File: src/rtl/core/assert_macros.svh
// Assertion helpers shared by the RTL.
// Each macro takes a label, a condition, a consequent and a message.
`ifndef ASSERT_MACROS_SVH
`define ASSERT_MACROS_SVH

// Consequent must hold in the same cycle as the condition
`define ASSERT_SAME(label, cond, cons, msg) \
    label: assert property (@(posedge clk) disable iff (!rst_n) (cond) |-> (cons)) \
        else $error(msg);

// Consequent must hold in the cycle after the condition
`define ASSERT_NEXT(label, cond, cons, msg) \
    label: assert property (@(posedge clk) disable iff (!rst_n) (cond) |=> (cons)) \
        else $error(msg);

`endif

File: src/rtl/core/lprt_ram.sv
module lprt_ram #(
    parameter int WIDTH = 8,
    parameter int DEPTH = 32
) (
    input  logic                                           clk,
    input  logic                                           we,
    input  logic [((DEPTH > 1) ? $clog2(DEPTH) : 1)-1:0]   waddr,
    input  logic [WIDTH-1:0]                               wdata,
    input  logic [((DEPTH > 1) ? $clog2(DEPTH) : 1)-1:0]   raddr,
    output logic [WIDTH-1:0]                               rdata
);

    logic [WIDTH-1:0] mem [DEPTH];

    // One write port, one registered read port
    always_ff @(posedge clk)
    begin
        if (we)
        begin
            mem[waddr] <= wdata;
        end
        rdata <= mem[raddr];
    end

endmodule

File: config.mk
export PLATFORM = sky130hd
export DESIGN_NAME = lprt_ram
export DESIGN_NICKNAME = d
export VERILOG_FILES = /design/src/rtl/core/assert_macros.svh /design/src/rtl/core/lprt_ram.sv
export SDC_FILE = /design/constraint.sdc
export NUM_CORES = 1
export LEC_CHECK = 0
export ABC_AREA = 1
export BUFFER_PORTS_ARGS = -buffer_cell sky130_fd_sc_hd__buf_2
export CAP_MARGIN = 10
export CORE_UTILIZATION = 25
export CTS_CLUSTER_DIAMETER = 200
export DETAILED_ROUTE_END_ITERATION = 10
export SLEW_MARGIN = 20
export SYNTH_ARGS = -nofsm -noshare
export SYNTH_HDL_FRONTEND = slang
export SYNTH_SLANG_ARGS = --single-unit
File: constraint.sdc
create_clock -name clk -period 1.8 [get_ports clk]
set_clock_uncertainty 0.05 [all_clocks]
set_input_delay 0.27 -clock clk [delete_from_list [all_inputs] [get_ports clk]]
set_output_delay 0.27 -clock clk [all_outputs]
set_load 0.02 [all_outputs]
== Word level (Yosys, flattened, before mapping) ==
Memory sizes are Yosys's and may differ from the RTL's. A register that Yosys moved wholly into a read port is not among the register bits.
Cells that the tools add are included.

* Logic and storage cells: 3
* Bits in writable memories: 256
* Register bits: 0
* Memories kept: 1
* Output and inout bits: 8

{| class="wikitable"
|+ Memories
! name !! depth !! width !! rd ports !! clocked after memory_dff !! write ports !! RTL line !! text
|-
| mem || 32 || 8 || 1 || 1 || 1 || lprt_ram.sv:13 || <nowiki>logic [WIDTH-1:0] mem [DEPTH];</nowiki>
|}

* Mux-type cells: 2

{| class="wikitable"
|+ Operators by type and width
! cell !! number
|-
| 1-bit two-way mux || 2
|}

== Longest topological paths before layout ==
* Word-level depth: 2
* Depth in mapped cells: 11
* Gate-level depth less buffers: 9

== Worst setup path after synthesis ==
OpenSTA, ideal clock, no wires.

* Kind: input to register
* From: input waddr[0] (netlist bit)
* To: memory mem[0][0], enable pin
* Data required time: 1.380 ns
* Path slack: 0.446 ns
* Buffers on the path: 0
* Stages on the path: 3
* Arrival: 0.934 ns
* Path through: inv_1 nand3_1 nor2_1

{| class="wikitable"
|+ RTL lines
! what !! RTL line !! text
|-
| start: declaration || lprt_ram.sv:7 || <nowiki>input logic [((DEPTH > 1) ? $clog2(DEPTH) : 1)-1:0] waddr,</nowiki>
|-
| end: declaration || lprt_ram.sv:13 ||
|}

No word-level cell before the write port.

== Worst setup path in the final report ==
* From: register rdata[1] (read register of mem)
* To: output rdata[1]

{| class="wikitable"
|+ RTL lines
! what !! RTL line !! text
|-
| start: declaration || lprt_ram.sv:10 || <nowiki>output logic [WIDTH-1:0] rdata</nowiki>
|}

No word-level cell between the ends.

==> summary.md <==
| Metric | Value |
|---|---|
| Status | finished, final reports clean |
| R2R setup slack | 0.53 ns |
| DRC Markers | 0 |
| CP endpoint | rdata[1] |
| Most frequent cell after synthesis | nand2_1 |
| Unrepaired setup endpoints after global routing | false |
| Chip width | 210 microns |
| Routability Congestion | 0.773 |
| DRT met1 WL | 12.0 mm |
| Setup violators final | 0 |
| Max_cap viols | 0 |
| Post-layout net count | 1005 |
| Final Critical Period | 1.57 ns |
| Congestion Overflow GR | 0 |
| WL final | 26.6 mm |
| FFs w/ async S/R, synth | 0% |
| IO Port Bufs | 27 |
| Synth area leaders | edfxtp_1 71%, nand2_1 13%, nand3_1 9.5%, buf_6 2.5%, dfxtp_1 1.5% |
| Yosys reg bits | 264 |
| Hold crit path type | input pin to register |
| DRT Pass-1 Iters | 5 |
| Final worst-path cycle share | 87.0% |
| R2r endpoint | rdata[3]$_DFF_P_ |
| Max Buffers Root-to-Sink | 3 |
| Non-filler cells, final | 1545 |
| CTS H-tree depth | 1 |
| Worst-path clk slew | 0.06 ns |
| Kind of critical path | register to primary output |
| Syn avg cell area | 11.7 sq um |
| PD cells | 1090 nW/um^2 |
| First-pass GRT wire length | 41.0 mm |
| Placed cells | 1494 |
| Worst vdd ir | 0.656 mV |
| Die area | 44000 sq um |
| PostCTS Resize Cnt | 0 |
| Worst r2r src | mem[25][3]$_DFFE_PP_ |
| CP max stage delay | 0.48 ns |
| Total length of routed met3 wires | 1.89 mm |
| Cell area after synthesis | 10800 sq um |
| Achievable frequency | 0.639 GHz |
| Yosys warning count | 0 |
| FF-to-FF path depth | 8 |
| Initial drt markers | 641 |
| Antenna Nets Post-Route | 0 |
| Initial antenna violation count | 7 |
| Critical Path Source | rdata[1]$_DFF_P_ |
| HPWL after detailed placement | 16.0 mm |
| Final Hold Vio Count | 0 |
| Number of global-route vias before repair | 6880 |
| Via density | 4.54 |
| Post-synth EDFFs | 256 |
| CP endpoint kind | primary output |
| Clk_lat worst skew | 0.54 ns |
| Slowest cell on the critical path | dfxtp_1 |
| Synth cell types | 12 |
| Worst Hold Launch | raddr[4] |
| Relative slew slack | 53.6% |
| WP depth | 1 |
| Worst setup margin | 0.234 ns |
| Die Ht | 210 microns |
| Top Ports | 28 |
| Net Count, Synth | 942 |
| Hold WS | 0.0416 ns |
| Setup_tns | 0 ns |
| Final core utilization | 30.1% |
| Post-CTS Setup Inserts | 0 |
| Initial core utilization | 25.5% |
| Required @ worst endpoint | 1.48 ns |
| Layout cells sized above 1 | 13.0% |
| Clk sinks | 264 |
| Largest net degree at the start of global routing | 64 |
| Core Footprint | 42200 sq um |
| Cell row count | 75 |
| Tot GR Track Use | 12.1% |
| Tightest Pin Transition | 0.695 ns |
| CP Cell Sequence | buf_2 |
| DP Worst Slack | 0.126 ns |
| Data arrival, critical path | 1.25 ns |
| Post-Synthesis Cells | 922 |
| Delay-heaviest family, CP | flip-flops |
| Leak | 4.70 nW |
| Fillcell total | 4286 |
| Multi-input gate area | 2490 sq um |
| Final Power | 13.8 mW |
| Top cells by count, synth | 360 x nand2_1, 256 x edfxtp_1, 204 x nand3_1 |
| Clock root cell | clkbuf_16 |
| CTS tree | yes |
| Routed length on met2 | 12.2 mm |
| P&R area growth vs syn | 17.7% |
| Routed len/inst | 17.2 microns |
| Placed Area | 11700 sq um |
| WP buf/inv | 1 |
| Uppermost layer routed | met5 |
| Post-synthesis sequential area ratio | 72.8% |
| Design area | 12700 sq um |
| Area leader, netlist | edfxtp_1 |
| Number of CTS-inserted buffers | 28 |
| CP startpoint kind | register |
| CTS Hold Buffers Added | 0 |
| Peak fanout along the critical path | 1 |
| Most used DFF post-synth | edfxtp_1 |
| FF/Latch Area | 7850 sq um |
| Max-slew violations | 0 |
| Synth top area share | 71.3% |
| Vias | 7022 |
==> state kept, by name (all words and copies together), names as in the netlist <==
| register | cells |
|---|---|
| mem | 256 |
| rdata | 8 |
==> layout make-up <==
class,instances,area share [%]
sequential,264,61.8
inverter,10,0.315
clock buffer,35,6.13
timing repair buffer,85,5.20
clock inverter,15,1.61
antenna,1,0.0197
tap,539,5.31
multi-input combinational,596,19.6
==> worst min path at each step <==
stage / to / slack, ns / depth (start not counted)
global route: rdata[0]$_DFF_P_ / 0.03 / 3
global placement: rdata[2]$_DFF_P_ / 0.58 / 3
detailed placement: rdata[2]$_DFF_P_ / 0.58 / 3
floorplan: mem[0][0]$_DFFE_PP_ / 0.32 / 0
CTS: rdata[2]$_DFF_P_ / 0.02 / 3
finish: rdata[2]$_DFF_P_ / 0.04 / 3
==> layout by cell type (no fill, tap or decap), types with 5 or more instances in the layout <==
cell / instances
clkinv_2: 5
dfxtp_1: 8
buf_12: 7
buf_2: 26
nand2_1: 360
nand3_1: 204
buf_4: 52
nor2_1: 32
clkbuf_16: 29
bufinv_16: 5
edfxtp_1: 256
inv_1: 8
==> routing by layer <==
layer / track usage, % / vias up
met1: 16.6 / 3418
met2: 19.3 / 225
met4: 3.30 / 6
li1: - / 3325
met3: 2.51 / 48
met5: 0 / -
==> kinds of logic after synthesis <==
logic type             share of synthesized area, %
and+or+nand+nor                                23.1
DFF                                            72.8
buffers and inverters                          4.14
==> power by group <==
part | total [mW] | internal, mW | switching (mW)
logic | 0.869 | 0.246 | 0.622
clock network | 6.08 | 3.76 | 2.32
registers | 6.88 | 6.83 | 0.0469
total | 13.8 | 10.8 | 2.99
(Power assumes the default switching activity.)
