## src/rtl/core/assert_macros.svh

```systemverilog
// Assertion helpers shared by the RTL.
// Each macro takes a label, a condition, a consequent and a message.
`ifndef ASSERT_MACROS_SVH
`define ASSERT_MACROS_SVH

// Consequent must hold in the same cycle as the condition
`define ASSERT_SAME(label, cond, cons, msg) \
    label: assert property (@(posedge clk) disable iff (!rst_n) (cond) |-> (cons)) \
        else $error(msg);

// Consequent must hold in the cycle after the condition
`define ASSERT_NEXT(label, cond, cons, msg) \
    label: assert property (@(posedge clk) disable iff (!rst_n) (cond) |=> (cons)) \
        else $error(msg);

`endif

```

## src/rtl/core/lprt_pkg.sv

```systemverilog
package lprt_pkg;

    // Table geometry
    localparam int TABLE_ENTRIES = 32;
    localparam int IDX_W = (TABLE_ENTRIES > 1) ? $clog2(TABLE_ENTRIES) : 1;

    // Command codes
    localparam logic [2:0] CMD_ADD    = 3'd0;
    localparam logic [2:0] CMD_REMOVE = 3'd1;
    localparam logic [2:0] CMD_GET    = 3'd2;
    localparam logic [2:0] CMD_FIND   = 3'd3;
    localparam logic [2:0] CMD_LOOKUP = 3'd4;

    // Status codes
    localparam logic [1:0] ST_OK   = 2'd0;
    localparam logic [1:0] ST_FULL = 2'd1;
    localparam logic [1:0] ST_NONE = 2'd2;

    // One stored route
    typedef struct packed {
        logic [31:0] subnet;
        logic [31:0] mask;
        logic [31:0] gateway;
        logic [3:0]  iface;
        logic [4:0]  metric;
    } route_t;

    localparam int ROUTE_W = $bits(route_t);

    // Request payload
    typedef struct packed {
        logic [2:0]  command;
        logic [31:0] subnet;
        logic [31:0] mask;
        logic [31:0] gateway;
        logic [3:0]  iface_id;
        logic [4:0]  metric;
        logic [4:0]  slot;
        logic [31:0] lookup_addr;
    } request_t;

    // Result payload
    typedef struct packed {
        logic [1:0]  status;
        logic [4:0]  entry_index;
        logic [31:0] route_subnet;
        logic [31:0] route_mask;
        logic [31:0] route_gateway;
        logic [3:0]  route_iface;
        logic [4:0]  route_metric;
        logic [5:0]  match_len;
    } result_t;

    // Search key presented to the comparer
    typedef struct packed {
        logic [31:0] subnet;
        logic [31:0] mask;
        logic [31:0] lookup_addr;
    } match_key_t;

    // Comparer verdict for one slot
    typedef struct packed {
        logic       exact_hit;
        logic       prefix_hit;
        logic [5:0] plen;
    } match_t;

    // Route RAM control from the sequencer
    typedef struct packed {
        logic             we;
        logic [IDX_W-1:0] waddr;
        route_t           wdata;
        logic [IDX_W-1:0] raddr;
    } ram_ctl_t;

    // Prefix bits contributed by one mask byte
    function automatic logic [3:0] byte_prefix(input logic [7:0] b);
        logic [3:0] n;
        unique case (b)
            8'd255:  n = 4'd8;
            8'd254:  n = 4'd7;
            8'd252:  n = 4'd6;
            8'd248:  n = 4'd5;
            8'd240:  n = 4'd4;
            8'd224:  n = 4'd3;
            8'd192:  n = 4'd2;
            8'd128:  n = 4'd1;
            default: n = 4'd0;
        endcase
        return n;
    endfunction

    // Prefix length of a mask, summed byte by byte
    function automatic logic [5:0] mask_prefix(input logic [31:0] m);
        return {2'b00, byte_prefix(m[31:24])} + {2'b00, byte_prefix(m[23:16])}
             + {2'b00, byte_prefix(m[15:8])}  + {2'b00, byte_prefix(m[7:0])};
    endfunction

endpackage

```

## src/rtl/core/lprt_seq.sv

```systemverilog
module lprt_seq (
    input  logic                 clk,
    input  logic                 rst_n,
    input  logic                 start,
    input  lprt_pkg::request_t   request,
    input  lprt_pkg::route_t     rd_data,
    input  lprt_pkg::match_t     match,
    output logic                 busy,
    output logic                 done,
    output lprt_pkg::result_t    result,
    output lprt_pkg::match_key_t key,
    output lprt_pkg::ram_ctl_t   ram_ctl
);
    import lprt_pkg::*;

    localparam logic [IDX_W-1:0] LAST_IDX = IDX_W'(TABLE_ENTRIES - 1);

    typedef enum logic [2:0] {
        S_IDLE,
        S_ADD,
        S_SLOT,
        S_READ,
        S_SCAN,
        S_DRAIN,
        S_NONE
    } state_t;

    state_t                   state_reg, state_next;
    request_t                 req_reg, req_next;
    logic [IDX_W-1:0]         scan_reg, scan_next;
    logic                     cmp_en_reg, cmp_en_next;
    logic [IDX_W-1:0]         cmp_idx_reg, cmp_idx_next;
    logic                     found_reg, found_next;
    logic [5:0]               best_len_reg, best_len_next;
    logic [IDX_W-1:0]         best_idx_reg, best_idx_next;
    route_t                   best_route_reg, best_route_next;
    logic [TABLE_ENTRIES-1:0] valid_reg, valid_next;
    logic                     done_reg, done_next;
    result_t                  result_reg, result_next;

    logic [IDX_W-1:0]         slot_idx;
    logic                     slot_ok;
    logic                     cmp_valid;
    logic                     better;
    logic                     exact;
    route_t                   req_route;

    // Result word for a returned slot
    function automatic result_t mk_result(input route_t r, input logic [IDX_W-1:0] idx,
                                          input logic [5:0] plen);
        result_t o;
        o.status        = ST_OK;
        o.entry_index   = 5'(idx);
        o.route_subnet  = r.subnet;
        o.route_mask    = r.mask;
        o.route_gateway = r.gateway;
        o.route_iface   = r.iface;
        o.route_metric  = r.metric;
        o.match_len     = plen;
        return o;
    endfunction

    // Result word carrying a status only
    function automatic result_t mk_status(input logic [1:0] st);
        result_t o;
        o        = '0;
        o.status = st;
        return o;
    endfunction

    // Request decode and comparer qualification
    always_comb
    begin
        slot_idx  = IDX_W'(req_reg.slot);
        slot_ok   = (32'(req_reg.slot) < 32'(TABLE_ENTRIES)) && valid_reg[slot_idx];
        cmp_valid = cmp_en_reg && valid_reg[cmp_idx_reg];
        exact     = cmp_valid && match.exact_hit;
        better    = cmp_valid && match.prefix_hit && (!found_reg || (match.plen > best_len_reg));

        req_route.subnet  = req_reg.subnet;
        req_route.mask    = req_reg.mask;
        req_route.gateway = req_reg.gateway;
        req_route.iface   = req_reg.iface_id;
        req_route.metric  = req_reg.metric;

        key.subnet      = req_reg.subnet;
        key.mask        = req_reg.mask;
        key.lookup_addr = req_reg.lookup_addr;
    end

    // Sequencer next state
    always_comb
    begin
        state_next      = state_reg;
        req_next        = req_reg;
        scan_next       = scan_reg;
        cmp_en_next     = 1'b0;
        cmp_idx_next    = cmp_idx_reg;
        found_next      = found_reg;
        best_len_next   = best_len_reg;
        best_idx_next   = best_idx_reg;
        best_route_next = best_route_reg;
        valid_next      = valid_reg;
        done_next       = 1'b0;
        result_next     = result_reg;

        ram_ctl.we    = 1'b0;
        ram_ctl.waddr = scan_reg;
        ram_ctl.wdata = req_route;
        ram_ctl.raddr = scan_reg;

        unique case (state_reg)
            S_IDLE:
            begin
                if (start)
                begin
                    req_next   = request;
                    scan_next  = '0;
                    found_next = 1'b0;
                    unique case (request.command)
                        CMD_ADD:    state_next = S_ADD;
                        CMD_REMOVE: state_next = S_SLOT;
                        CMD_GET:    state_next = S_SLOT;
                        CMD_FIND:   state_next = S_SCAN;
                        CMD_LOOKUP: state_next = S_SCAN;
                        default:    state_next = S_NONE;
                    endcase
                end
            end

            // Lowest free slot, one valid bit a cycle
            S_ADD:
            begin
                if (!valid_reg[scan_reg])
                begin
                    ram_ctl.we           = 1'b1;
                    valid_next[scan_reg] = 1'b1;
                    result_next          = mk_result(req_route, scan_reg, 6'd0);
                    done_next            = 1'b1;
                    state_next           = S_IDLE;
                end
                else if (scan_reg == LAST_IDX)
                begin
                    result_next = mk_status(ST_FULL);
                    done_next   = 1'b1;
                    state_next  = S_IDLE;
                end
                else
                begin
                    scan_next = scan_reg + 1'b1;
                end
            end

            // Indexed access: check the slot and issue the read
            S_SLOT:
            begin
                ram_ctl.raddr = slot_idx;
                if (slot_ok)
                begin
                    state_next = S_READ;
                end
                else
                begin
                    result_next = mk_status(ST_NONE);
                    done_next   = 1'b1;
                    state_next  = S_IDLE;
                end
            end

            S_READ:
            begin
                result_next = mk_result(rd_data, slot_idx, 6'd0);
                done_next   = 1'b1;
                state_next  = S_IDLE;
                if (req_reg.command == CMD_REMOVE)
                begin
                    valid_next[slot_idx] = 1'b0;
                end
            end

            // Scan: read slot n while slot n-1 is compared
            S_SCAN:
            begin
                ram_ctl.raddr = scan_reg;
                cmp_en_next   = 1'b1;
                cmp_idx_next  = scan_reg;
                if (scan_reg == LAST_IDX)
                begin
                    state_next = S_DRAIN;
                end
                else
                begin
                    scan_next = scan_reg + 1'b1;
                end

                if (req_reg.command == CMD_FIND)
                begin
                    if (exact)
                    begin
                        result_next = mk_result(rd_data, cmp_idx_reg, 6'd0);
                        done_next   = 1'b1;
                        cmp_en_next = 1'b0;
                        state_next  = S_IDLE;
                    end
                end
                else if (better)
                begin
                    found_next      = 1'b1;
                    best_len_next   = match.plen;
                    best_idx_next   = cmp_idx_reg;
                    best_route_next = rd_data;
                end
            end

            // Last compare, then report
            S_DRAIN:
            begin
                done_next  = 1'b1;
                state_next = S_IDLE;
                if (req_reg.command == CMD_FIND)
                begin
                    result_next = exact ? mk_result(rd_data, cmp_idx_reg, 6'd0)
                                        : mk_status(ST_NONE);
                end
                else if (better)
                begin
                    result_next = mk_result(rd_data, cmp_idx_reg, match.plen);
                end
                else if (found_reg)
                begin
                    result_next = mk_result(best_route_reg, best_idx_reg, best_len_reg);
                end
                else
                begin
                    result_next = mk_status(ST_NONE);
                end
            end

            S_NONE:
            begin
                result_next = mk_status(ST_NONE);
                done_next   = 1'b1;
                state_next  = S_IDLE;
            end

            default:
            begin
                state_next = S_IDLE;
            end
        endcase
    end

    // State and registered outputs
    always_ff @(posedge clk or negedge rst_n)
    begin
        if (!rst_n)
        begin
            state_reg      <= S_IDLE;
            cmp_en_reg     <= 1'b0;
            found_reg      <= 1'b0;
            valid_reg      <= '0;
            done_reg       <= 1'b0;
            req_reg        <= '0;
            scan_reg       <= '0;
            cmp_idx_reg    <= '0;
            best_len_reg   <= '0;
            best_idx_reg   <= '0;
            best_route_reg <= '0;
            result_reg     <= '0;
        end
        else
        begin
            state_reg      <= state_next;
            cmp_en_reg     <= cmp_en_next;
            found_reg      <= found_next;
            valid_reg      <= valid_next;
            done_reg       <= done_next;
            req_reg        <= req_next;
            scan_reg       <= scan_next;
            cmp_idx_reg    <= cmp_idx_next;
            best_len_reg   <= best_len_next;
            best_idx_reg   <= best_idx_next;
            best_route_reg <= best_route_next;
            result_reg     <= result_next;
        end
    end

    assign busy   = (state_reg != S_IDLE);
    assign done   = done_reg;
    assign result = result_reg;

endmodule

```

## config.mk

```make
export PLATFORM = sky130hd
export DESIGN_NAME = lprt_seq
export DESIGN_NICKNAME = d
export VERILOG_FILES = /design/src/rtl/core/assert_macros.svh /design/src/rtl/core/lprt_pkg.sv /design/src/rtl/core/lprt_seq.sv
export SDC_FILE = /design/constraint.sdc
export NUM_CORES = 1
export LEC_CHECK = 0
export BUFFER_PORTS_ARGS = -buffer_cell sky130_fd_sc_hd__buf_4
export CAP_MARGIN = 20
export CORE_UTILIZATION = 40
export CTS_CLUSTER_SIZE = 16
export DETAILED_ROUTE_END_ITERATION = 8
export PLACE_DENSITY_LB_ADDON = 0.25
export SYNTH_ARGS = -nofsm -noshare
export SYNTH_HDL_FRONTEND = slang
export SYNTH_SLANG_ARGS = --single-unit
```

## constraint.sdc

```tcl
create_clock -name clk -period 3.45 [get_ports clk]
set_clock_uncertainty 0.05 [all_clocks]
set_input_delay 0.5175 -clock clk [delete_from_list [all_inputs] [get_ports clk]]
set_output_delay 0.5175 -clock clk [all_outputs]
set_load 0.005 [all_outputs]
```

Word-level counts from Yosys, hierarchy flattened
Cells that the tools add are included.
{"block": "totals", "output_inout_bits": 332, "elab_cells": 141, "input_bits": 261, "register_bits": 427}
{"block": "classes", "n_addsub": 1, "n_eq_ne": 23, "order_cmp": 6, "mux": 52, "bitwise_logic": 4, "reduce_logical": 25}
{"op": "118-bit 2-to-1 mux", "n": 9}
{"op": "118-bit case mux with 6 select lines", "n": 1}
{"op": "32-bit 2-to-1 mux", "n": 2}
{"op": "32-bit case mux with 2 select lines", "n": 1}
{"op": "32-bit AND", "n": 1}
{"op": "32-bit NOT", "n": 1}
{"op": "32-bit bitwise OR", "n": 1}
{"op": "5-bit 2-to-1 mux", "n": 4}
{"op": "5-bit by 6-bit less-than comparator with 1-bit output (second input constant)", "n": 3}
{"op": "1-bit 2-to-1 mux", "n": 18}
{"op": "3-bit 2-to-1 mux", "n": 6}
{"op": "2-bit inequality test (second input constant)", "n": 9}
{"op": "1-bit binary-select mux with 5-bit select", "n": 3}
{"op": "3-bit by 2-bit == test with 1-bit output (second input constant)", "n": 5}
{"op": "5-bit case mux with 3 select lines", "n": 1}
{"op": "3-bit == test (second input constant)", "n": 4}
{"op": "3-bit case mux with 4 select lines", "n": 1}
{"op": "1-bit demux with 5-bit select", "n": 2}
{"op": "5-bit by 1-bit greater-or-equal comparator with 1-bit output (second input constant)", "n": 2}
{"op": "3-bit by 1-bit == test with 1-bit output (second input constant)", "n": 3}
{"op": "3-bit case mux with 3 select lines", "n": 1}
{"op": "3-bit AND reduction", "n": 3}
{"op": "6-bit greater-than comparator", "n": 1}
{"op": "1-bit logical AND", "n": 6}
{"op": "18 further kinds", "n": 23}

Longest topological paths before layout
{"block": "depth", "word_depth": 8, "mapped_depth": 13, "depth_no_buf": 9}

Worst setup path before layout
No wires, ideal clock.
{"block": "synth_path", "path_kind": "register -> register", "from": "register cmp_idx_reg[2]", "to": "register result_reg, in the netlist result[101]", "setup_slack_ns": 0.343, "stages_incl_launch_ff": 10, "path_buffers": 2, "arrival_time_ns": 2.929, "synth_period_minus_slack_ns": 3.107, "required_ns": 3.273, "setup_time_ns": 0.127, "path_cell_list": "dfrtp_1 > clkbuf_1 > mux4_2 > a221oi_4 > nand4_4 > a221oi_4 > nand2_2 > clkinv_2 > buf_6 > mux2_1"}
{"block": "synth_via", "elab_chain_len": 8, "word_cells_on_any_way": 12, "cone_classes": "1 x eq/ne; 6 x mux; 5 x reduce/logical"}
{"element": "from (decl)", "line": "lprt_seq.sv:32", "rtl": "logic [IDX_W-1:0] cmp_idx_reg, cmp_idx_next;"}
{"element": "from (signal assigned)", "line": "lprt_seq.sv:280", "rtl": "cmp_idx_reg <= cmp_idx_next;"}
{"element": "1-bit binary-select mux with 5-bit select (*)", "line": "lprt_seq.sv:76", "rtl": "cmp_valid = cmp_en_reg && valid_reg[cmp_idx_reg];"}
{"element": "1-bit 2-to-1 mux (implied by the code) (*)", "line": "lprt_seq.sv:76"}
{"element": "1-bit logical AND (*)", "line": "lprt_seq.sv:76"}
{"element": "1-bit logical AND (2 in a row)", "line": "lprt_seq.sv:78", "rtl": "better = cmp_valid && match.prefix_hit && (!found_reg || (match.plen > best_len_reg));"}
{"element": "118-bit 2-to-1 mux", "line": "lprt_seq.sv:225", "rtl": "else if (better)"}
{"element": "118-bit 2-to-1 mux", "line": "lprt_seq.sv:220", "rtl": "if (req_reg.command == CMD_FIND)"}
{"element": "118-bit case mux with 6 select lines", "line": "lprt_seq.sv:112", "rtl": "unique case (state_reg)"}
{"element": "to (signal assigned)", "line": "lprt_seq.sv:284", "rtl": "result_reg <= result_next;"}
{"element": "to (decl)", "line": "lprt_seq.sv:39", "rtl": "result_t result_reg, result_next;"}
Every way passes the cells marked *; elsewhere a longest branch is shown, timed or not. The select of a mux whose other input is x is not followed.
A chain may end at the register's enable or synchronous reset.

==> metrics.md <==
| Metric | Value |
|---|---|
| Starting Density | `approximately two fifths` |
| Sw frac | `42.6%` |
| Worst IR Drop VDD | `739 µV` |
| FF+latch count, synth | `approximately 430` |
| Largest net degree at the start of global routing | `110` |
| Most common cell after layout, fill and taps aside | `buf_4` |
| Via count | `~19k` |
| Antenna viol nets, final | `0` |
| Outcome | `finished, final reports clean` |
| Placed instance area | `around 27000 µm²` |
| Root Driver | `clkbuf_16` |
| Max frequency | `roughly 0.30 GHz` |
| Gp weighted congestion | `approximately 0.94` |
| Site Rows | `a little under 90` |
| Sum Neg Setup Slack | `0 ps` |
| Int Pwr | `16.7 mW` |
| Fin nets | `about 3k` |
| Vias in the first global route | `approximately 19k` |
| Maxcap violations | `0` |
| Worst skew pair latency | `590 ps` |
| R2R Setup Slk | `approximately 180 ps` |
| Hold Vio Cnt, Final | `0` |
| R2r worst-path depth | `10` |
| Crit-path leading delay family | `multiplexers` |
| Most common cell on crit path | `buf_4` |
| Reg-to-Reg End | `result[95]` |
| Per-cell routed wire length | `around 22 µm` |
| Combinational power share | `between 50% and 60%` |
| DRC errors left | `0` |
| Max Fanout on Critical Path | `7` |
| Crit path launch type | `register` |
| Clock share of power | `roughly 18%` |
| Leak | `approximately 14 nW` |
| Hold Path End | `ram_ctl[8]` |
| Dpl hpwl | `54.4 mm` |
| Xor and xnor fraction of the mapped netlist area | `less than 1%` |
| Endpoints failing setup | `0` |
| Hold slack final | `67.4 ps` |
| DR pass1 iterations | `6` |
| Antenna violations before repair | `6` |
| CP required | `approximately 2900 ps` |
| Die height | `around 240 µm` |
| FF-to-FF Start | `cmp_idx_reg[0]` |
| Cell area after layout | `just under 30000 µm²` |
| Synthesized area | `between 20000 and 25000 µm²` |
| Sw Pwr | `roughly 12 mW` |
| GRT Total Usage | `approximately a quarter` |
| Main combinational cell family by area after synthesis | `compound AO/OA/AOI/OAI gates` |
| CP Capture Type | `output pin` |
| Ys async rst share | `100%` |
| Worst Setup Path Type | `reg -> out` |
| Clock sinks | `roughly 430` |
| Share of cells above drive strength 1 | `35.6%` |
| I/O Pins | `a little under 600` |
| Die width | `about 240 µm` |
| Post-synth cell types | `67` |
| GRT overflow | `0` |
| Synth Area in Simple Gates | `approximately 15%` |
| Clock slew at reported path FFs | `60 ps` |
| Vias per cell | `between 5 and 6` |
| Commonest cells after routing, fill and taps aside | `buf_4 (650), nand2_1 (592), dfrtp_1 (426)` |
| H-tree levels | `2` |
| Power consumption | `roughly 29 mW` |
| Slew margin rel. | `around 44%` |
| Clock buffer depth | `3` |
| Area delta synth->final | `24.0%` |
| EDFF count, synth | `0` |
| Register area share after synthesis | `a little under half` |
| Fin worst setup slack | `156 ps` |
| Unrepaired setup endpoints after global routing | `false` |
| Final worst path period share | `between 90% and 100%` |
| Port bufs | `slightly below 600` |
| Max Slew Vio Count | `0` |
| Placed insts | `3451` |
| Worst Hold Depth | `3` |
| Dpl ws | `a little over 80 ps` |
| CP Buf/Inv Count | `3` |
| Hold Startpoint | `request[40]` |
| 1st-iter DRT viols | `1493` |
| Final core occ | `roughly 50%` |
| Placeable Area | `approximately 58000 µm²` |
| Mapped Cells | `~2.4k` |
| Final wirelength | `between 70 and 80 mm` |
| Largest register FFs | `roughly 120` |
| Yosys Warn Count | `0` |
| Adder-cell share of the synthesized area | `less than 1%` |
| Die ar. | `approximately 60000 µm²` |
| Post-layout min period | `about 3300 ps` |
| Compound-Gate Fraction of Synth Area | `between 10% and 20%` |
| Cell area power density | `1010 nW/µm²` |
| Syn Nets | `roughly 2.7k` |
| CP max stage delay | `~530 ps` |
| Hold/Removal Path Class | `in -> reg` |
| First-pass GRT wire length | `about 120 mm` |
| Slowest CP cell | `mux4_2` |
| CTS buffer count | `50` |
| Cell Chain, Critical Path | `buf_4, mux4_2, a221oi_2, and3_4, nand2_1, inv_2, buf_4` |
| Synthesized area per cell | `around 9.7 µm²` |
| Mux cell area share after synthesis | `under 10%` |
| Main synth FF type | `dfrtp_1` |
| Finished Layout Cells | `approximately 3.5k` |
| Worst EP arrival | `roughly 2700 ps` |
| Sequential Power Share | `between 30% and 40%` |
| CTS tree | `yes` |
| Worst Tran Pin Value | `around 830 ps` |
-- area by class of cell --
| class | count | area, µm² |
|---|---|---|
| Sequential cell | 427 | 10700 |
| Tap cell | 765 | 957 |
| Inverter | 31 | 129 |
| Clock buffer | 73 | 1450 |
| Timing Repair Buffer | 680 | 5440 |
| Fill cell | 5337 | 28700 |
| Multi-Input combinational cell | 1551 | 10100 |
| Antenna cell | 5 | 12.5 |
| Clock inverter | 11 | 139 |
-- worst max path at each step --
stage | from | to | slack [ps] | cells past startpoint
after floorplan | cmp_idx_reg[2] | result[101] | 340 | 9
after global placement | slot_idx[0] | result[92] | 180 | 10
after detailed placement | cmp_idx_reg[0] | result[91] | 80 | 10
after CTS | cmp_idx_reg[0] | result[95] | 50 | 10
after global routing | cmp_idx_reg[0] | result[90] | 30 | 10
final | scan_reg[0] | ram_ctl[115] | 160 | 7
-- logic make-up after synthesis --
| group | count (synthesis) |
|---|---|
| buf+inv | 421 |
| flops | 427 |
| simple gates | 816 |
| mux | 169 |
| compound gates | 554 |
| xor+xnor | 1 |
| fa+ha+maj | 11 |
-- Yosys cell counts (9+ instances only) --
| master | instances | area share (%) |
|---|---|---|
| buf_1 | 12 | 0.19 |
| and3_1 | 104 | 2.8 |
| dfrtp_1 | 427 | 46 |
| mux2i_1 | 37 | 1.6 |
| nor2_1 | 26 | 0.42 |
| clkbuf_1 | 128 | 2.1 |
| buf_6 | 9 | 0.43 |
| buf_2 | 21 | 0.45 |
| nand3_1 | 24 | 0.52 |
| a21oi_1 | 142 | 3.0 |
| ha_1 | 11 | 0.59 |
| mux2_1 | 90 | 4.3 |
| a311oi_2 | 98 | 6.3 |
| buf_4 | 211 | 6.8 |
| nand2_1 | 594 | 9.6 |
| o22ai_1 | 12 | 0.32 |
| mux2_2 | 32 | 1.5 |
| nor2b_1 | 9 | 0.24 |
| mux4_2 | 10 | 0.97 |
| a31oi_1 | 10 | 0.27 |
| a21oi_2 | 69 | 2.6 |
| o21ai_0 | 162 | 3.5 |
| inv_1 | 30 | 0.48 |
| a22o_1 | 14 | 0.53 |
-- power by group through the flow --
stage | logic, mW | clock network (mW) | registers [mW]
floorplan | 10.4 | 0 | 8.21
global placement | 14.7 | 0 | 8.89
detailed placement | 15.0 | 0 | 8.94
CTS | 15.0 | 5.33 | 8.89
global route | 16.3 | 5.54 | 9.14
finish | 15.1 | 5.23 | 8.90
-- worst min-delay path, cell delays in order --
cell and delay (ps):
buf_4 80, nand2_1 40, nand2_1 40
-- what timing repair did --
action                     in CTS  in global routing
gates resized for setup         2                  6
buffers inserted                0                  1
setup endpoints to repair       1                 55
pin swaps                       0                  1
gates cloned                    0                  1
hold buffers                    1                  0
hold endpoints to repair       76                  0
-- routing by layer --
metal	wire [µm]	global-route usage, %	vias up
met5	13	0	-
met2	37600	41.4	644
met1	33800	34.9	9664
li1	-	-	8822
met3	4810	4.75	106
met4	1660	6.94	2
No activity file was read; power rests on OpenSTA's default activity.
