==> src/rtl/core/assert_macros.svh <==
// Assertion helpers shared by the RTL.
// Each macro takes a label, a condition, a consequent and a message.
`ifndef ASSERT_MACROS_SVH
`define ASSERT_MACROS_SVH

// Consequent must hold in the same cycle as the condition
`define ASSERT_SAME(label, cond, cons, msg) \
    label: assert property (@(posedge clk) disable iff (!rst_n) (cond) |-> (cons)) \
        else $error(msg);

// Consequent must hold in the cycle after the condition
`define ASSERT_NEXT(label, cond, cons, msg) \
    label: assert property (@(posedge clk) disable iff (!rst_n) (cond) |=> (cons)) \
        else $error(msg);

`endif

==> src/rtl/core/lprt_pkg.sv <==
package lprt_pkg;

    // Table geometry
    localparam int TABLE_ENTRIES = 32;
    localparam int IDX_W = (TABLE_ENTRIES > 1) ? $clog2(TABLE_ENTRIES) : 1;

    // Command codes
    localparam logic [2:0] CMD_ADD    = 3'd0;
    localparam logic [2:0] CMD_REMOVE = 3'd1;
    localparam logic [2:0] CMD_GET    = 3'd2;
    localparam logic [2:0] CMD_FIND   = 3'd3;
    localparam logic [2:0] CMD_LOOKUP = 3'd4;

    // Status codes
    localparam logic [1:0] ST_OK   = 2'd0;
    localparam logic [1:0] ST_FULL = 2'd1;
    localparam logic [1:0] ST_NONE = 2'd2;

    // One stored route
    typedef struct packed {
        logic [31:0] subnet;
        logic [31:0] mask;
        logic [31:0] gateway;
        logic [3:0]  iface;
        logic [4:0]  metric;
    } route_t;

    localparam int ROUTE_W = $bits(route_t);

    // Request payload
    typedef struct packed {
        logic [2:0]  command;
        logic [31:0] subnet;
        logic [31:0] mask;
        logic [31:0] gateway;
        logic [3:0]  iface_id;
        logic [4:0]  metric;
        logic [4:0]  slot;
        logic [31:0] lookup_addr;
    } request_t;

    // Result payload
    typedef struct packed {
        logic [1:0]  status;
        logic [4:0]  entry_index;
        logic [31:0] route_subnet;
        logic [31:0] route_mask;
        logic [31:0] route_gateway;
        logic [3:0]  route_iface;
        logic [4:0]  route_metric;
        logic [5:0]  match_len;
    } result_t;

    // Search key presented to the comparer
    typedef struct packed {
        logic [31:0] subnet;
        logic [31:0] mask;
        logic [31:0] lookup_addr;
    } match_key_t;

    // Comparer verdict for one slot
    typedef struct packed {
        logic       exact_hit;
        logic       prefix_hit;
        logic [5:0] plen;
    } match_t;

    // Route RAM control from the sequencer
    typedef struct packed {
        logic             we;
        logic [IDX_W-1:0] waddr;
        route_t           wdata;
        logic [IDX_W-1:0] raddr;
    } ram_ctl_t;

    // Prefix bits contributed by one mask byte
    function automatic logic [3:0] byte_prefix(input logic [7:0] b);
        logic [3:0] n;
        unique case (b)
            8'd255:  n = 4'd8;
            8'd254:  n = 4'd7;
            8'd252:  n = 4'd6;
            8'd248:  n = 4'd5;
            8'd240:  n = 4'd4;
            8'd224:  n = 4'd3;
            8'd192:  n = 4'd2;
            8'd128:  n = 4'd1;
            default: n = 4'd0;
        endcase
        return n;
    endfunction

    // Prefix length of a mask, summed byte by byte
    function automatic logic [5:0] mask_prefix(input logic [31:0] m);
        return {2'b00, byte_prefix(m[31:24])} + {2'b00, byte_prefix(m[23:16])}
             + {2'b00, byte_prefix(m[15:8])}  + {2'b00, byte_prefix(m[7:0])};
    endfunction

endpackage

==> src/rtl/core/lprt_match.sv <==
module lprt_match (
    input  lprt_pkg::route_t     entry,
    input  lprt_pkg::match_key_t key,
    output lprt_pkg::match_t     match
);
    import lprt_pkg::*;

    // Shared comparer: exact pair test, prefix test and prefix length
    always_comb
    begin
        match.exact_hit  = (entry.subnet == key.subnet) && (entry.mask == key.mask);
        match.prefix_hit = ((key.lookup_addr & entry.mask) == entry.subnet);
        match.plen       = mask_prefix(entry.mask);
    end

endmodule

==> config.mk <==
export PLATFORM = sky130hd
export DESIGN_NAME = lprt_match
export DESIGN_NICKNAME = d
export VERILOG_FILES = /design/src/rtl/core/assert_macros.svh /design/src/rtl/core/lprt_pkg.sv /design/src/rtl/core/lprt_match.sv
export SDC_FILE = /design/constraint.sdc
export NUM_CORES = 1
export LEC_CHECK = 0
export ABC_CLOCK_PERIOD_IN_PS = 11700
export BUFFER_PORTS_ARGS = -buffer_cell sky130_fd_sc_hd__buf_2
export CORE_AREA = 2 2 81 83
export DETAILED_ROUTE_END_ITERATION = 10
export DIE_AREA = 0 0 83 85
export PLACE_DENSITY = 0.79
export RECOVER_POWER = 25
export SLEW_MARGIN = 20
export SYNTH_ARGS = -nofsm -noshare
export SYNTH_HDL_FRONTEND = slang
export SYNTH_SLANG_ARGS = --single-unit
==> constraint.sdc <==
create_clock -name vclk -period 11.7
set_clock_uncertainty 0.05 [all_clocks]
set_input_delay 2.34 -clock vclk [all_inputs]
set_output_delay 2.34 -clock vclk [all_outputs]
set_load 0.05 [all_outputs]
# Word-level counts from Yosys, hierarchy flattened
# Cells that the tools add are included.
# word_totals
regBits	0
input_bits	201
output_inout_bits	8
word_cells	44
# op_classes
add_sub_neg	3
n_eq_ne	35
n_mux	4
bitwise_logic	1
n_reduce_logical	1
# ops
op	count
8-bit == test (second input constant)	32
4-bit one-hot mux with 8 select lines	4
32-bit == test	3
32-bit bitwise AND	1
5-bit by 4-bit adder with 6-bit output	1
6-bit by 4-bit adder with 6-bit output	1
4-bit by 4-bit adder with 5-bit output	1
1-bit logical AND	1

# Depth between registers and ports, before layout
# Gate-level depths: netlist of run 1.
# logic_depth
ltp_word	5
mapped_depth	14
depth_no_buf	13

# Least setup slack after synthesis of run 1
# Ideal clock, no wire load.
# synth_timing
kind	input-to-output
startpoint	input port entry[67] in the netlist's numbering
endpoint	output port match[3] in the netlist's numbering
t_arrival_ps	5638
t_required_ps	9310
setup_slack_ps	3672
cell_stages	10
path_buffers	1
cell_sequence	buf_6 -> or4b_4 -> nor3_2 -> a32o_2 -> fa_1 -> fa_1 -> ha_1 -> inv_1 -> fa_1 -> xnor2_1
# synth_lines
item	line	source
from (decl)	lprt_match.sv:2	input lprt_pkg::route_t entry,
to (decl)	lprt_match.sv:4	output lprt_pkg::match_t match

==> results of run 1 <==
-- critical path, cell delays in order --
cell and delay, ns:
buf_2 0.17, or4b_4 0.53, nor3_2 0.16, a32o_2 0.16
fa_1 0.43, fa_1 0.50, ha_1 0.16, inv_1 0.06
fa_1 0.44, nor2b_1 0.14, o21ai_0 0.09, nand2b_1 0.08
buf_2 0.26
-- report_power, final --
part           switching [mW]  total [mW]  internal (mW)
clock                       0           0              0
combinational          0.0458      0.0867         0.0409
sequential                  0           0              0
total                  0.0458      0.0867         0.0409
-- through the flow --
stage | setup WS (ns) | utilization
2_1_floorplan | 3.672 | -
3_5_place_dp | 3.809 | 0.4686
6_report | 3.792 | 0.4682
3_3_place_gp | 3.876 | 0.4686
5_1_grt | 3.678 | 0.4682
4_1_cts | 3.798 | 0.4686
-- routing by layer --
metal  vias to the layer above  part of all wire
li1                       1329                 -
met3                         5             0.068
met4                         0            0.0071
met2                       113              0.52
met5                         -                 0
met1                      1267              0.41
-- layout by cell type (no fill, tap or decap), types with 2 or more instances in the layout --
cell type	count
ha_1	5
a32oi_1	3
clkbuf_1	2
a21o_1	8
nor2_1	15
and3_1	19
a21boi_0	8
o22a_1	8
xor2_1	66
nand4_1	16
o31ai_1	2
buf_2	166
fa_1	8
a211oi_1	8
nand3_1	9
a41oi_1	2
a21oi_1	21
inv_1	13
nor4_1	13
nor3_1	3
nor4_2	5
nand2_1	2
and3b_1	8
xnor2_1	6
-- worst min-delay path by stage --
stage | slack (ns) | endpoint | start | depth (start not counted)
after global placement | 5.20 | match[6] | key[12] | 6
after CTS | 5.21 | match[6] | key[12] | 6
final | 5.29 | match[6] | key[12] | 6
after detailed placement | 5.20 | match[6] | key[12] | 6
after global routing | 5.33 | match[6] | key[12] | 6
after floorplan | 4.93 | match[6] | entry[97] | 4
-- synth_stat cells --
cell type / number
xor2_1: 66
or3_1: 1
a31oi_1: 1
nor4_1: 13
a41oi_1: 2
a21o_1: 8
or2_1: 1
nor4b_1: 1
a21boi_0: 8
nor2_1: 15
buf_6: 4
ha_1: 5
nand3_1: 9
nand2_1: 2
xnor2_1: 6
a32o_2: 1
a21oi_1: 21
buf_2: 9
nand2b_1: 1
nor3_1: 3
nor4_2: 5
or4b_4: 1
o21ai_0: 1
o22a_1: 8
inv_1: 13
and3b_1: 8
o31ai_1: 2
and3_1: 19
a211oi_1: 8
a31o_2: 1
a21o_2: 1
nand4_1: 16
nor2b_1: 1
a32oi_1: 3
nor3_2: 1
fa_1: 8
-- final cells by class --
cell class,count,share of cell area
multi-input cells,247,0.6615
inverters,13,0.01680
well taps,77,0.03316
repair buffers,168,0.2885
-- cell families (layout without fill, tap and decap cells) --
kind of cell | count (synthesis) | count (layout)
XOR/XNOR | 72 | 72
AND/OR/NAND/NOR | 97 | 97
buffers and inverters | 26 | 181
adder cells (fa/ha/maj) | 13 | 13
AO/OA/AOI/OAI | 65 | 65
==> metrics.cfg, run 1 <==
[status]
status = finished clean

[sta]
post-route-min-period_ns = 7.908
fin_crit_sh = 0.6759
max_freq_mhz = 126.5
setup_violations = 0
rsz0062_at_grt = false
relSlewSlack = 0.5711
slew_violations = 0
report.final.hold_viol_count = 0
hold_ws_ns = 5.286
tightest_slew_ns = 0.6461
tns_ns = 0

[critical_path]
cp.required_ns = 9.31
setup.worst_path.end = match[5]
startpoint_type = input pin
critical_path.startpoint = entry[67]
path_class = input pin to primary output
cp.arrival_ns = 5.52
worst_setup_path_end_kind = primary output
critical_path_peak_fanout = 9

[cells_and_area]
fill_cells = 646
drive_gt1_frac = 0.4112
nClkBuffers = 0
finalInstanceArea_um2 = 2905
area_growth_pct = 40.98
regArea_um2 = 0
design.seq.count = 0
multi_input_area_um2 = 1922
layout.nets = 644
diodes = 0
stdcell_count = 505

[die]
dieArea_um2 = 7055
die-width_um = 83
row_count = 29
fp.dieH_um = 85
start_util = 0.3321
pin_count = 209
core_um2 = 6205

[grt]
grt_overflow_total = 0
grt_use_met1 = 0.2632
grt_pass1_vias = 2723
met2_usage = 0.4252
grt_max_degree = 10
grt_use_total = 0.2188
grt_first_pass_wirelength_um = 12700
antenna_found_initial = 0
busiest_layer = met2
use_met3 = 0.03113

[yosys]
synth-simple-area-share = 0.2981
ys_seq_area_frac = 0
synth-compound-area-share = 0.2204
synth_nets = 487
synth_cell_type_count = 36
syn_inst = 273
synth.area.top_cells = xor2_1 28%, fa_1 7.8%, and3_1 5.8%
synth_top_family_by_area = XOR/XNOR gates
netlist_area_um2 = 2061
synthMuxAreaShare = 0
syn-mean-instance-area_um2 = 7.548
yosys_warnings = 0
synthAdderAreaFrac = 0.1081
synth-xor-area-share = 0.3060
synth_top_cell_area_share = 0.2805
yosysTopAreaCell = xor2_1

[route]
vias = 2714
drt_iter0_drc = 92
wirelength_um = 8259
final_antenna_net_count = 0
routedWlPerCell_um = 16.35
drt_first_pass_iters = 5
vias_per_cell = 5.374
drc_errors = 0

[clock_tree]
hold_buffers = 0
cts_resized = 0
cts_setup_buffers = 0

[worst_hold_path]
hold_path_class = input pin to primary output

[run]
cap_viol_max_count = 0

[power_and_ir_drop]
powerDensity_nw_per_um2 = 29.83
ir_drop_v = 0.00001857
power_mw = 0.08667
power.leakage_nw = 1.568

[placement]
dp.cells = 505
finalWeightedCongestion = 0.8644
place_area_um2 = 2908
hpwl_um = 7413
numPortBuffers = 168

(Power assumes the default switching activity.)
==> run 2: changes to the inputs <==
--- a/config.mk
+++ b/config.mk
@@ -5,12 +5,13 @@
 export SDC_FILE = /design/constraint.sdc
 export NUM_CORES = 1
 export LEC_CHECK = 0
-export ABC_CLOCK_PERIOD_IN_PS = 11700
+export ABC_AREA = 1
+export ABC_CLOCK_PERIOD_IN_PS = 8200
 export BUFFER_PORTS_ARGS = -buffer_cell sky130_fd_sc_hd__buf_2
 export CORE_AREA = 2 2 81 83
 export DETAILED_ROUTE_END_ITERATION = 10
 export DIE_AREA = 0 0 83 85
-export PLACE_DENSITY = 0.79
+export PLACE_DENSITY = 0.82
 export RECOVER_POWER = 25
 export SLEW_MARGIN = 20
 export SYNTH_ARGS = -nofsm -noshare
==> constraint.sdc (replaced) <==
create_clock -name vclk -period 8.2
set_clock_uncertainty 0.05 [all_clocks]
set_input_delay 1.64 -clock vclk [all_inputs]
set_output_delay 1.64 -clock vclk [all_outputs]
set_load 0.05 [all_outputs]
==> run 2 against run 1 <==
  * Design area increased by 7.8%
  * Worst setup slack worse by 2.0 ns
  * Global-route usage down 3.0 points
  * Synthesized cell count is 41% higher
  * Sequential share of layout area unchanged
  * Combinational power grew 57%
==> metrics.cfg, run 2 <==
[status]
status = finished clean

[die]
start_util = 0.3539  ; +0.02178
dieArea_um2 = 7055  ; unchanged
fp.dieH_um = 85  ; unchanged
pin_count = 209  ; unchanged
core_um2 = 6205  ; unchanged
die-width_um = 83  ; unchanged
row_count = 29  ; unchanged

[grt]
antenna_found_initial = 0  ; unchanged
grt_pass1_vias = 2864  ; +5.2%
grt_use_total = 0.1892  ; -0.02963
grt_first_pass_wirelength_um = 11600  ; -8.6%
grt_overflow_total = 0  ; unchanged
grt_max_degree = 7  ; -3

[cells_and_area]
regArea_um2 = 0  ; unchanged
post-route-util = 0.5045  ; +0.03630
final_common_cell = buf_2
design.seq.count = 0  ; unchanged
stdcell_count = 630  ; +25%
diodes = 0  ; unchanged
drive_gt1_frac = 0.3128  ; -0.09838
area_growth_pct = 42.56
final_cell_mix = 166 x buf_2, 134 x nand2_1, 85 x xnor2_1
nClkBuffers = 0  ; unchanged
layout.nets = 769  ; +19%

[critical_path]
cp.required_ns = 6.51  ; -2.80 ns
path_class = input pin to primary output
startpoint_type = input pin
critical_path_peak_fanout = 4  ; -5
cp.arrival_ns = 4.76  ; -0.76 ns
worst_setup_path_end_kind = primary output

[route]
vias = 2878  ; +6.0%
drt_first_pass_iters = 4  ; -1
wirelength_um = 6818  ; -17%
vias_per_cell = 4.568  ; -15%
drc_errors = 0  ; unchanged
routedWlPerCell_um = 10.82  ; -34%
final_antenna_net_count = 0  ; unchanged
drt_iter0_drc = 40  ; -57%

[power_and_ir_drop]
ir_drop_v = 0.00002856  ; +54%
powerDensity_nw_per_um2 = 43.46  ; +46%
power.leakage_nw = 1.669  ; +6.5%

[yosys]
netlist_area_um2 = 2196  ; +6.6%
synth_cell_type_count = 26  ; -28%
yosys_warnings = 0  ; unchanged
ys_seq_area_frac = 0  ; unchanged
synth_top_cell_area_share = 0.3390  ; +0.05852
synth.area.top_cells = xnor2_1 34%, nand2_1 23%, inv_1 8.2%
syn_inst = 385  ; +41%
syn-mean-instance-area_um2 = 5.704  ; -24%
ys_top_cells_by_count = 134 x nand2_1, 85 x xnor2_1, 48 x inv_1
synth.most_common_cell = nand2_1
yosysTopAreaCell = xnor2_1
synth_nets = 599  ; +23%

[sta]
post-route-min-period_ns = 6.453
report.final.hold_viol_count = 0  ; unchanged
max_freq_mhz = 155.0
rsz0062_at_grt = false
setup_slack_ns = 1.747  ; -2.045 ns
fin_crit_sh = 0.7870
slew_violations = 0  ; unchanged
setup_violations = 0  ; unchanged
tightest_slew_ns = 0.6266  ; -0.01949 ns
relSlewSlack = 0.5841  ; +0.01293
tns_ns = 0  ; unchanged

[clock_tree]
cts_setup_buffers = 0  ; unchanged
hold_buffers = 0  ; unchanged
cts_resized = 0  ; unchanged

[placement]
pre_cts_ws_ns = 1.788  ; -2.021 ns
dp.cells = 630  ; +25%
finalWeightedCongestion = 0.8109  ; -6.2%
hpwl_um = 6379  ; -14%
numPortBuffers = 168  ; unchanged

[run]
cap_viol_max_count = 0  ; unchanged

[worst_hold_path]
hold_path_class = input pin to primary output

-- run 2: worst paths after layout --
kind | from | to | slack, ns | cells after the start
worst max-delay path | entry[66] | match[5] | 1.75 | 13
worst min-delay path | key[61] | match[7] | 3.93 | 9
-- run 2: cell type report --
class                      instances  area [um2]
tap                               77       96.34
timing repair buffer             168       838.3
inverter                          50       187.7
fill                             645        3074
multi-input combinational        335        2008
-- run 2: report_power, final --
part	switching [mW]	internal (mW)
Clock	0	0
Combinational	0.0671	0.0689
Sequential	0	0
Total	0.0671	0.0689
-- run 2: routing by layer --
metal  wire, um  GRT usage
met5          0          0
met4         19    0.01043
met3        427    0.01751
met2       3681     0.3974
met1       2690     0.2125
-- run 2: per-stage QoR --
step	instance area (um2)	hold WS (ns)	power [mW]
finish	3131	3.933	0.1360
global route	3131	4.010	0.1527
CTS	3133	3.835	0.1370
detailed placement	3133	3.830	0.1364
global placement	3133	3.835	0.1316
floorplan	2196	3.637	0.07244
-- run 2: worst max-delay path, cell delays in order --
cell and delay (ns):
buf_2 0.12, inv_1 0.10, nand2_1 0.10, nor3_1 0.30, nand4_1 0.12, o311ai_0 0.19, fa_1 0.53, fa_1 0.49
ha_1 0.17, inv_1 0.06, fa_1 0.46, o21ai_0 0.17, buf_2 0.29
-- run 2: kinds of logic after synthesis --
logic type | Yosys count | synth area share
AO/OA/AOI/OAI | 17 | 0.04900
XOR/XNOR | 87 | 0.3470
adder cells (fa/ha/maj) | 13 | 0.1014
buffers and inverters | 50 | 0.08547
AND/OR/NAND/NOR | 218 | 0.4171
==> run 3: changes to the inputs <==
--- a/config.mk
+++ b/config.mk
@@ -5,13 +5,13 @@
 export SDC_FILE = /design/constraint.sdc
 export NUM_CORES = 1
 export LEC_CHECK = 0
-export ABC_AREA = 1
-export ABC_CLOCK_PERIOD_IN_PS = 8200
+export ABC_AREA = 0
+export ABC_CLOCK_PERIOD_IN_PS = 6410
 export BUFFER_PORTS_ARGS = -buffer_cell sky130_fd_sc_hd__buf_2
-export CORE_AREA = 2 2 81 83
+export CORE_AREA = 2 2 82 84
 export DETAILED_ROUTE_END_ITERATION = 10
-export DIE_AREA = 0 0 83 85
-export PLACE_DENSITY = 0.82
+export DIE_AREA = 0 0 84 86
+export PLACE_DENSITY = 0.78
 export RECOVER_POWER = 25
 export SLEW_MARGIN = 20
 export SYNTH_ARGS = -nofsm -noshare
==> constraint.sdc (replaced) <==
create_clock -name vclk -period 6.41
set_clock_uncertainty 0.05 [all_clocks]
set_input_delay 1.282 -clock vclk [all_inputs]
set_output_delay 1.282 -clock vclk [all_outputs]
set_load 0.05 [all_outputs]
==> run 3 against run 2 <==
  * Wire length rose by 19%
  * Global-route usage up 2.3 points
  * Core utilization fell by 4.2 points
  * Combinational power is 16% higher
  * Cell count down 20%
  * Sequential cell count stayed put
  * Critical path type unchanged
  * Design area is 7.2% lower
  * Count of clock-buffer cells in the layout did not move
  * Sequential share of layout area did not move
  * Worst setup slack worse by 1.1 ns
  * Total power is 16% higher
==> metrics.cfg, run 3 (synthesized netlist as in run 1, its figures left out) <==
[status]
status = finished clean

[clock_tree]
cts_setup_buffers = 0  ; unchanged
cts_resized = 0  ; unchanged
hold_buffers = 0  ; unchanged

[worst_hold_path]
min_delay_path_depth = 6  ; -3
hold_end = match[6]
hold_path_class = input pin to primary output
hold_start = key[12]

[power_and_ir_drop]
ir_drop_v = 0.00003998  ; +40%
powerDensity_nw_per_um2 = 54.35  ; +25%
power.leakage_nw = 1.568  ; -6.1%

[placement]
numPortBuffers = 168  ; unchanged
place_area_um2 = 2908  ; -7.2%
finalWeightedCongestion = 0.8764  ; +8.1%
dp.cells = 505  ; -20%
hpwl_um = 7406  ; +16%

[die]
core_um2 = 6277  ; +1.2%
die-width_um = 84  ; +1.2%
row_count = 29  ; unchanged
dieArea_um2 = 7224  ; +2.4%
pin_count = 209  ; unchanged
start_util = 0.3283  ; -0.02562
fp.dieH_um = 86  ; +1.2%

[route]
drt_iter0_drc = 111  ; +180%
vias_per_cell = 5.358  ; +17%
drt_first_pass_iters = 4  ; unchanged
final_antenna_net_count = 0  ; unchanged
vias = 2706  ; -6.0%
wirelength_um = 8114  ; +19%
routedWlPerCell_um = 16.07  ; +48%
drc_errors = 0  ; unchanged

[cells_and_area]
nClkBuffers = 0  ; unchanged
diodes = 0  ; unchanged
regArea_um2 = 0  ; unchanged
finalInstanceArea_um2 = 2905  ; -7.2%
final_cell_mix = 166 x buf_2, 66 x xor2_1, 21 x a21oi_1
final_common_cell = buf_2
area_growth_pct = 40.98
drive_gt1_frac = 0.4112  ; +0.09838
design.seq.count = 0  ; unchanged
layout.nets = 644  ; -16%
stdcell_count = 505  ; -20%

[sta]
setup_violations = 0  ; unchanged
fin_crit_sh = 0.9001
rsz0062_at_grt = false
tightest_slew_ns = 0.6536  ; +0.02700 ns
slew_violations = 0  ; unchanged
max_freq_mhz = 173.3
tns_ns = 0  ; unchanged
post-route-min-period_ns = 5.769
relSlewSlack = 0.5661  ; -0.01792
report.final.hold_viol_count = 0  ; unchanged

[critical_path]
critical_path.startpoint = entry[67]
max_stage_delay_ns = 0.53  ; about the same
cp.arrival_ns = 4.44  ; -0.32 ns
cp.required_ns = 5.08  ; -1.43 ns
path_class = input pin to primary output
worst_setup_path_end_kind = primary output
cpMostUsedCell = fa_1
critical_path_peak_fanout = 9  ; +5
cp_slowest_cell = or4b_4
startpoint_type = input pin
cp_cell_sequence = buf_2 -> or4b_4 -> nor3_2 -> a32o_2 -> fa_1 -> fa_1 -> ha_1 -> inv_1 -> fa_1 -> nor2b_1 -> o21ai_0 -> nand2b_1 -> buf_2

[grt]
grt_pass1_vias = 2704  ; -5.6%
grt_use_total = 0.2125  ; +0.02332
grt_overflow_total = 0  ; unchanged
antenna_found_initial = 0  ; unchanged
grt_first_pass_wirelength_um = 12540  ; +8.2%
grt_max_degree = 10  ; +3

[run]
cap_viol_max_count = 0  ; unchanged

-- run 3: cell types whose count changed in the layout (fill, tap and decap cells not counted), moves of 10 or more --
cell,previous run,this run
nand2_1,134,2
xnor2_1,85,6
xor2_1,2,66
inv_1,48,13
nor2_1,47,15
and3_1,0,19
a21oi_1,3,21
nand4_1,6,16
-- run 3: power by group --
part	leakage (nW)	internal (mW)	switching, mW
clock network	0	0	0
logic	1.57	0.0746	0.0833
registers	0	0	0
total	1.57	0.0746	0.0833
-- run 3: worst max path at each step --
stage          depth (start not counted)       end  slack (ns)
5_1_grt                               13  match[5]        0.52
2_1_floorplan                         10  match[3]        0.50
6_report                              13  match[5]        0.64
3_5_place_dp                          13  match[5]        0.65
4_1_cts                               13  match[5]        0.64
3_3_place_gp                          13  match[5]        0.70
-- run 3: stage by stage --
stage | util | worst slack (ns) | total power, mW | hold WS [ns]
2_1_floorplan | - | 0.4976 | 0.07548 | 2.812
3_3_place_gp | 0.4632 | 0.7023 | 0.1535 | 3.078
3_5_place_dp | 0.4632 | 0.6486 | 0.1577 | 3.088
4_1_cts | 0.4632 | 0.6429 | 0.1585 | 3.090
5_1_grt | 0.4628 | 0.5176 | 0.1747 | 3.209
6_report | 0.4628 | 0.6406 | 0.1579 | 3.174
-- run 3: layer usage --
layer | vias up | routed length, um | GRT usage
met2 | 133 | 4056 | 0.3927
li1 | 1332 | - | -
met1 | 1230 | 3292 | 0.2630
met4 | 0 | 159 | 0.04839
met3 | 11 | 607 | 0.02695
met5 | - | 0 | 0
-- run 3: cell type report --
type                            instances  area (um2)
Multi-Input combinational cell        247        1922
Fill cell                             641        3372
Timing Repair Buffer                  168       838.3
Tap cell                               77       96.34
Inverter                               13       48.80
-- run 3: critical path: cells and delay by family --
family | cells | cell delay [ns]
adders and majority gates | 4 | 1.53
and+or+nand+nor | 4 | 0.89
buffers and inverters | 3 | 0.49
AOI/OAI and AO/OA | 2 | 0.23
